$ cat src/rtl/plsi_pkg.sv
package plsi_pkg;

  // Coordinate and datapath widths
  localparam int CW   = 16;  // query and plane coordinates
  localparam int DW   = 17;  // coordinate differences
  localparam int NW   = 34;  // normal components
  localparam int PW   = 51;  // normal times difference
  localparam int VW   = 53;  // plane evaluation val(p)
  localparam int MNW  = 54;  // denominator magnitude
  localparam int M1W  = 53;  // |val(a)|
  localparam int MDW  = 16;  // |b - a| per axis
  localparam int MULW = 69;  // |val(a)| * |b - a|
  localparam int DVW  = 55;  // divisor, 2 * |den|
  localparam int QW   = 31;  // quotient bits
  localparam int RW   = 87;  // dividend and partial remainder
  localparam int XW   = 24;  // Q16.8 result coordinate
  localparam int CFGW = 48;  // configuration register width
  localparam int CFG_IDX_W = 2;

  localparam logic signed [XW-1:0] Q_MAX = 24'sh7FFFFF;
  localparam logic signed [XW-1:0] Q_MIN = -24'sh800000;
  localparam logic [QW-1:0] Q_LIMIT = 31'h4000_0000;

  typedef enum logic [2:0] {
    OP_SIDE2 = 3'd0,
    OP_SIDE3 = 3'd1,
    OP_SEG   = 3'd2,
    OP_LINE  = 3'd3,
    OP_ON    = 3'd4
  } op_e;

  typedef enum logic [1:0] {
    SIDE_DIFF = 2'd0,
    SIDE_SAME = 2'd1,
    SIDE_ON   = 2'd2
  } side_e;

  typedef enum logic [CFG_IDX_W-1:0] {
    CFG_FIRST  = 2'd0,
    CFG_SECOND = 2'd1,
    CFG_THIRD  = 2'd2
  } cfg_idx_e;

  typedef struct packed {
    logic [2:0]           opcode;
    logic signed [CW-1:0] point_a_x;
    logic signed [CW-1:0] point_a_y;
    logic signed [CW-1:0] point_a_z;
    logic signed [CW-1:0] point_b_x;
    logic signed [CW-1:0] point_b_y;
    logic signed [CW-1:0] point_b_z;
    logic signed [CW-1:0] point_c_x;
    logic signed [CW-1:0] point_c_y;
    logic signed [CW-1:0] point_c_z;
  } in_t;

  typedef struct packed {
    logic [1:0]           side_class;
    logic                 point_valid;
    logic signed [XW-1:0] cross_x;
    logic signed [XW-1:0] cross_y;
    logic signed [XW-1:0] cross_z;
    logic                 clipped;
  } out_t;

  // Classified item handed from front to back
  typedef struct packed {
    logic [1:0]             side;
    logic                   pv;
    logic [2:0]             neg;
    logic [2:0][CW-1:0]     start;
    logic [2:0][MDW-1:0]    md;
    logic [M1W-1:0]         m1;
    logic [MNW-1:0]         mn;
  } cls_t;

endpackage

$ cat src/rtl/plsi_fifo.sv
module plsi_fifo import plsi_pkg::*; (
  input  logic clk_i,
  input  logic rst_ni,
  input  logic push_i,
  input  cls_t data_i,
  input  logic pop_i,
  output logic avail_o,
  output cls_t data_o
);

  cls_t       mem_q [2];
  logic       wr_q, rd_q;
  logic [1:0] cnt_q;
  logic       pop;

  assign pop     = pop_i && (cnt_q != 2'd0);
  assign avail_o = (cnt_q != 2'd0);
  assign data_o  = mem_q[rd_q];

  // Advance pointers and fill count
  always_ff @(posedge clk_i or negedge rst_ni) begin
    if (!rst_ni) begin
      wr_q  <= 1'b0;
      rd_q  <= 1'b0;
      cnt_q <= 2'd0;
    end else begin
      if (push_i) wr_q <= ~wr_q;
      if (pop)    rd_q <= ~rd_q;
      cnt_q <= cnt_q + 2'(push_i) - 2'(pop);
    end
  end

  // Hold entries
  always_ff @(posedge clk_i) begin
    if (push_i) mem_q[wr_q] <= data_i;
  end

endmodule

$ cat config.mk
export PLATFORM = sky130hd
export DESIGN_NAME = plsi_fifo
export DESIGN_NICKNAME = d
export VERILOG_FILES = /design/src/rtl/plsi_pkg.sv /design/src/rtl/plsi_fifo.sv
export SDC_FILE = /design/constraint.sdc
export NUM_CORES = 1
export LEC_CHECK = 0
export BUFFER_PORTS_ARGS = -buffer_cell sky130_fd_sc_hd__buf_2
export CAP_MARGIN = 20
export CORE_ASPECT_RATIO = 0.5
export CORE_MARGIN = 3
export CORE_UTILIZATION = 40
export CTS_CLUSTER_SIZE = 25
export DETAILED_ROUTE_END_ITERATION = 10
export GPL_ROUTABILITY_DRIVEN = 0
export GPL_TIMING_DRIVEN = 0
export PLACE_DENSITY = 0.76
export SYNTH_ARGS = -nofsm -noshare
export SYNTH_HDL_FRONTEND = slang
export SYNTH_SLANG_ARGS = --single-unit
export TNS_END_PERCENT = 5
$ cat constraint.sdc
create_clock -name clk_i -period 9.7 [get_ports clk_i]
set_input_delay 1.455 -clock clk_i [delete_from_list [all_inputs] [get_ports clk_i]]
set_output_delay 1.455 -clock clk_i [all_outputs]
set_load 0.05 [all_outputs]
**Word level (Yosys, flattened, before mapping)**

Memory sizes are Yosys's and may differ from the RTL's.
Cells that the tools add are included.

- Add/subtract/negate cells: 2
- Multiplexer cells: 2
- Bitwise gates (word level): 2
- Reduce and logical (&&, ||, !) cells: 2

Operators with widths:

| kind | number |
|---|---|
| $add 2x1->2 | 1 |
| $mux 1 | 2 |
| $not 1->1 | 2 |
| $reduce_bool 2->1 | 1 |
| $sub 2x1->2 | 1 |
| $logic_and 1x1->1 | 1 |

- Register bits: 4
- Bits in writable memories: 418
- Input bits: 213
- Output and inout bits: 210
- Logic and storage cells: 12
- Memories kept: 1

Memory list:

| name | depth | width | rd ports | clocked after memory_dff | write ports | RTL line | RTL |
|---|---|---|---|---|---|---|---|
| mem_q | 2 | 209 | 1 | 0 | 1 | plsi_fifo.sv:11 | `cls_t mem_q [2];` |

**Logic depth before layout (Yosys ltp)**

- Depth in word-level cells: 3
- Mapped depth: 6
- Mapped depth without buffers: 6

**Worst setup path before layout**

OpenSTA, ideal clock, no wires.

- Path type: input -> register
- Start point: input push_i
- End point: memory mem_q[0][0] (netlist name), enable pin
- Setup time: 807 ps
- Data arrival time: 10463 ps
- Required time: 8893 ps
- Setup slack: -1570 ps
- Cell stages on the path: 1
- Path buffers: 0
- Path through: nor2b_1

- Word-level cells in the longest chain between the ends: 2

Ends and longest elaborated chain:

| item | RTL line | RTL |
|---|---|---|
| start: declaration | plsi_fifo.sv:4 | `input logic push_i,` |
| $mux 1 | plsi_fifo.sv:35 | `if (push_i) mem_q[wr_q] <= data_i;` |
| $mux 1 (not written as such) | plsi_fifo.sv:35 |  |
| end: declaration | plsi_fifo.sv:11 |  |

No other way between the ends.

==> results.py <==
metrics = {
    "cts": {
        "path_clk_slew_ps": 70,
        "h-tree-depth": 2,
        "cts_setup_buffers": 0,
        "clock_path_buffers": 3,
        "holdBufCountCts": 0,
        "clkSinkCount": 422,
        "cts_buffers": 38,
        "cts_tree": "done",
        "clk_latency_ps": 530,
        "cts_root_buf": "clkbuf_16",
        "post_cts_resized": 0,
    },
    "placement": {
        "dp_hpwl_um": 27000,
        "place_ws_ps": 6100,
        "dpl.cell_count": 1619,
        "io_buffers": 422,
    },
    "pwr": {
        "finalPower_mw": 6.86,
        "power_frac_clock_pct": 20.9,
        "combPwrFrac_pct": 42.8,
        "p_int_mw": 4.04,
        "irDropWorstVdd_mv": 0.162,
        "seq_power_share_pct": 36.3,
        "power_density_nw_per_um2": 350,
        "p_switching_mw": 2.82,
        "switching_share_pct": 41.2,
        "p_leak_nw": 7.33,
    },
    "logic_synthesis": {
        "synth_top_family_by_area": "multiplexers",
        "synth_area_leaders": "edfxtp_1 82%, mux2_2 15%, buf_6 1.6%",
        "ys.flop_type": "edfxtp_1",
        "yosys_warnings": 0,
        "synth_seq_cells": 422,
        "synth_top_area_share_pct": 81.8,
        "synth_fa_ha_area_share_pct": 0.163,
        "synthArstFlopShare_pct": 0.948,
        "yosys-top-cells-count": "418 x edfxtp_1, 209 x mux2_2, 22 x buf_6",
        "synth_nets": 881,
        "synth_edf_count": 418,
        "synth_area_per_cell_sq_um": 23.1,
        "yosysSeqAreaShare_pct": 82.4,
        "yosys.area_share.simple_pct": 0.122,
        "synth_area_sq_um": 15400,
        "synth_top_area_cell": "edfxtp_1",
        "synth_compound_gate_area_share_pct": 0.0489,
        "yosysMostFrequentCell": "edfxtp_1",
        "synth_xor_xnor_area_share_pct": 0.228,
        "synthCells": 666,
        "ys_types": 13,
        "synth_mux_area_share_pct": 15.3,
    },
    "sta": {
        "skew_ps": 25.9,
        "whs_ps": 591,
        "fin_crit_sh_pct": 35.5,
        "slew_violations": 0,
        "worst_slew_pin_slew_ps": 543,
        "final_hold_viol_count": 0,
        "rsz0062_at_grt": "false",
        "timing.final.ws_setup_ps": 6260,
        "relSlewSlack_pct": 63.7,
        "fmax_mhz": 291,
        "setup_viol": 0,
        "fin_crit_ps": 3440,
    },
    "detailed_routing": {
        "num_vias": 8056,
        "highest_layer": "met4",
        "wl_met3_um": 1370,
        "ant_nets": 0,
        "drc_errors": 0,
        "wl_per_cell_um": 21.7,
        "drt_iter0_drc": 649,
        "drt-total-wl_um": 36700,
        "via_per_inst": 4.76,
        "dr_wl_met2_um": 20800,
        "first_pass_iters": 4,
        "met1_length_um": 13300,
    },
    "grt": {
        "grt_pass1_wl_um": 51200,
        "grt_max_degree": 66,
        "grt_usage_pct": 16.6,
        "grt_pass1_vias": 8645,
        "grt_antenna_before_repair": 8,
        "grt-ovfl-total": 0,
    },
    "hold_path": {
        "min_from": "wr_q",
        "hold_end": "wr_q",
        "hp-class": "reg2reg",
        "min_path_cells": 1,
    },
    "worst_setup_path": {
        "crit_type": "reg2out",
        "end_kind": "output pin",
        "r2r_cells": 4,
        "required_ps": 8250,
        "cp-start-kind": "flop",
        "timing.rr.end": "mem_q[1][61]",
        "arrival_ps": 1990,
        "r2r_start": "wr_q",
        "r2r_slack_ps": 7250,
        "critPathMaxFanout": 10,
    },
    "status": {
        "status": "completed",
    },
    "die": {
        "start_util_pct": 40.8,
        "dieArea_sq_um": 40900,
        "rows": 50,
        "io_pins": 423,
        "die_h_um": 145,
        "coreArea_sq_um": 37600,
        "die_x_um": 283,
    },
    "cells_and_area": {
        "areaGrowthSynthToFinish_pct": 27.5,
        "nets": 1354,
        "fin_cells": 1691,
        "drive_gt1_share_pct": 62.0,
        "fin_util_pct": 52.1,
    },
    "run": {
        "drv_cap": 0,
    },
}
flip-flops by register name, indices dropped and copies added, names as in the netlist:
| name | count |
|---|---|
| wr_q | 1 |
| cnt_q | 2 |
| rd_q | 1 |
| mem_q | 418 |
cell usage in the layout (no fill, tap or decap):
master,synthesis,final
nor2b_4,0,1
xnor2_1,2,2
mux2_2,209,209
clkinv_4,0,3
clkinv_2,0,5
xor2_1,2,2
buf_2,1,423
dfrtp_1,4,4
or2_2,1,1
buf_12,0,4
edfxtp_1,418,418
bufinv_16,0,2
clkbuf_16,0,39
o21a_1,1,1
diode_2,0,8
clkbuf_1,0,5
inv_6,0,2
clkinv_1,0,6
ha_1,2,2
buf_16,0,7
clkinvlp_4,0,2
buf_6,22,22
inv_1,2,2
and2_4,0,1
layer usage:
| metal | vias to the layer above | GRT usage (%) |
|---|---|---|
| met5 | - | 0 |
| met4 | 0 | 6.90 |
| met3 | 84 | 2.72 |
| met2 | 201 | 32.0 |
| met1 | 4157 | 18.5 |
| li1 | 3614 | - |
metrics by stage:
| step | setup TNS, ps | area [sq um] |
|---|---|---|
| 2_1_floorplan | 0 | 15400 |
| 6_report | 0 | 19600 |
| 3_5_place_dp | 0 | 18400 |
| 4_1_cts | 0 | 19600 |
| 5_1_grt | 0 | 19600 |
| 3_3_place_gp | -81080 | 18100 |
logic make-up after synthesis:
| kind of cell | count (synthesis) |
|---|---|
| multiplexers | 209 |
| AND/OR/NAND/NOR | 3 |
| adder cells (fa/ha/maj) | 2 |
| buffers and inverters | 25 |
| XOR/XNOR | 4 |
| AO/OA/AOI/OAI | 1 |
| flip-flops | 422 |
worst max path at each step:
stage                 from            to  slack, ps
floorplan           push_i   mem_q[0][0]       2360
global placement    push_i  mem_q[0][25]       -410
detailed placement  push_i  mem_q[1][20]       6100
CTS                   rd_q    data_o[24]       6220
global route          rd_q    data_o[26]       6170
finish                rd_q    data_o[24]       6260
power groups by stage:
stage,sequential [mW],clock (mW),combinational (mW)
CTS,2.49,1.48,2.97
global placement,2.63,0,2.84
finish,2.49,1.43,2.94
detailed placement,2.53,0,2.96
floorplan,2.58,0,2.20
global route,2.52,1.55,3.04
area by class of cell:
type / instances / area [sq um]
sequential: 422 / 12700
antenna: 8 / 20.0
inverter: 2 / 7.51
clock buffer: 44 / 995
timing repair buffer: 433 / 2380
buffer: 23 / 253
fill: 3013 / 18000
tap: 520 / 651
clock inverter: 20 / 166
multi-input combinational: 219 / 2450
worst max-delay path, cell delays in order (launching register included):
cell,delay (ps)
dfrtp_1,390
buf_6,220
buf_6,200
mux2_2,400
buf_2,230
Power figures use the tool's default switching activity.
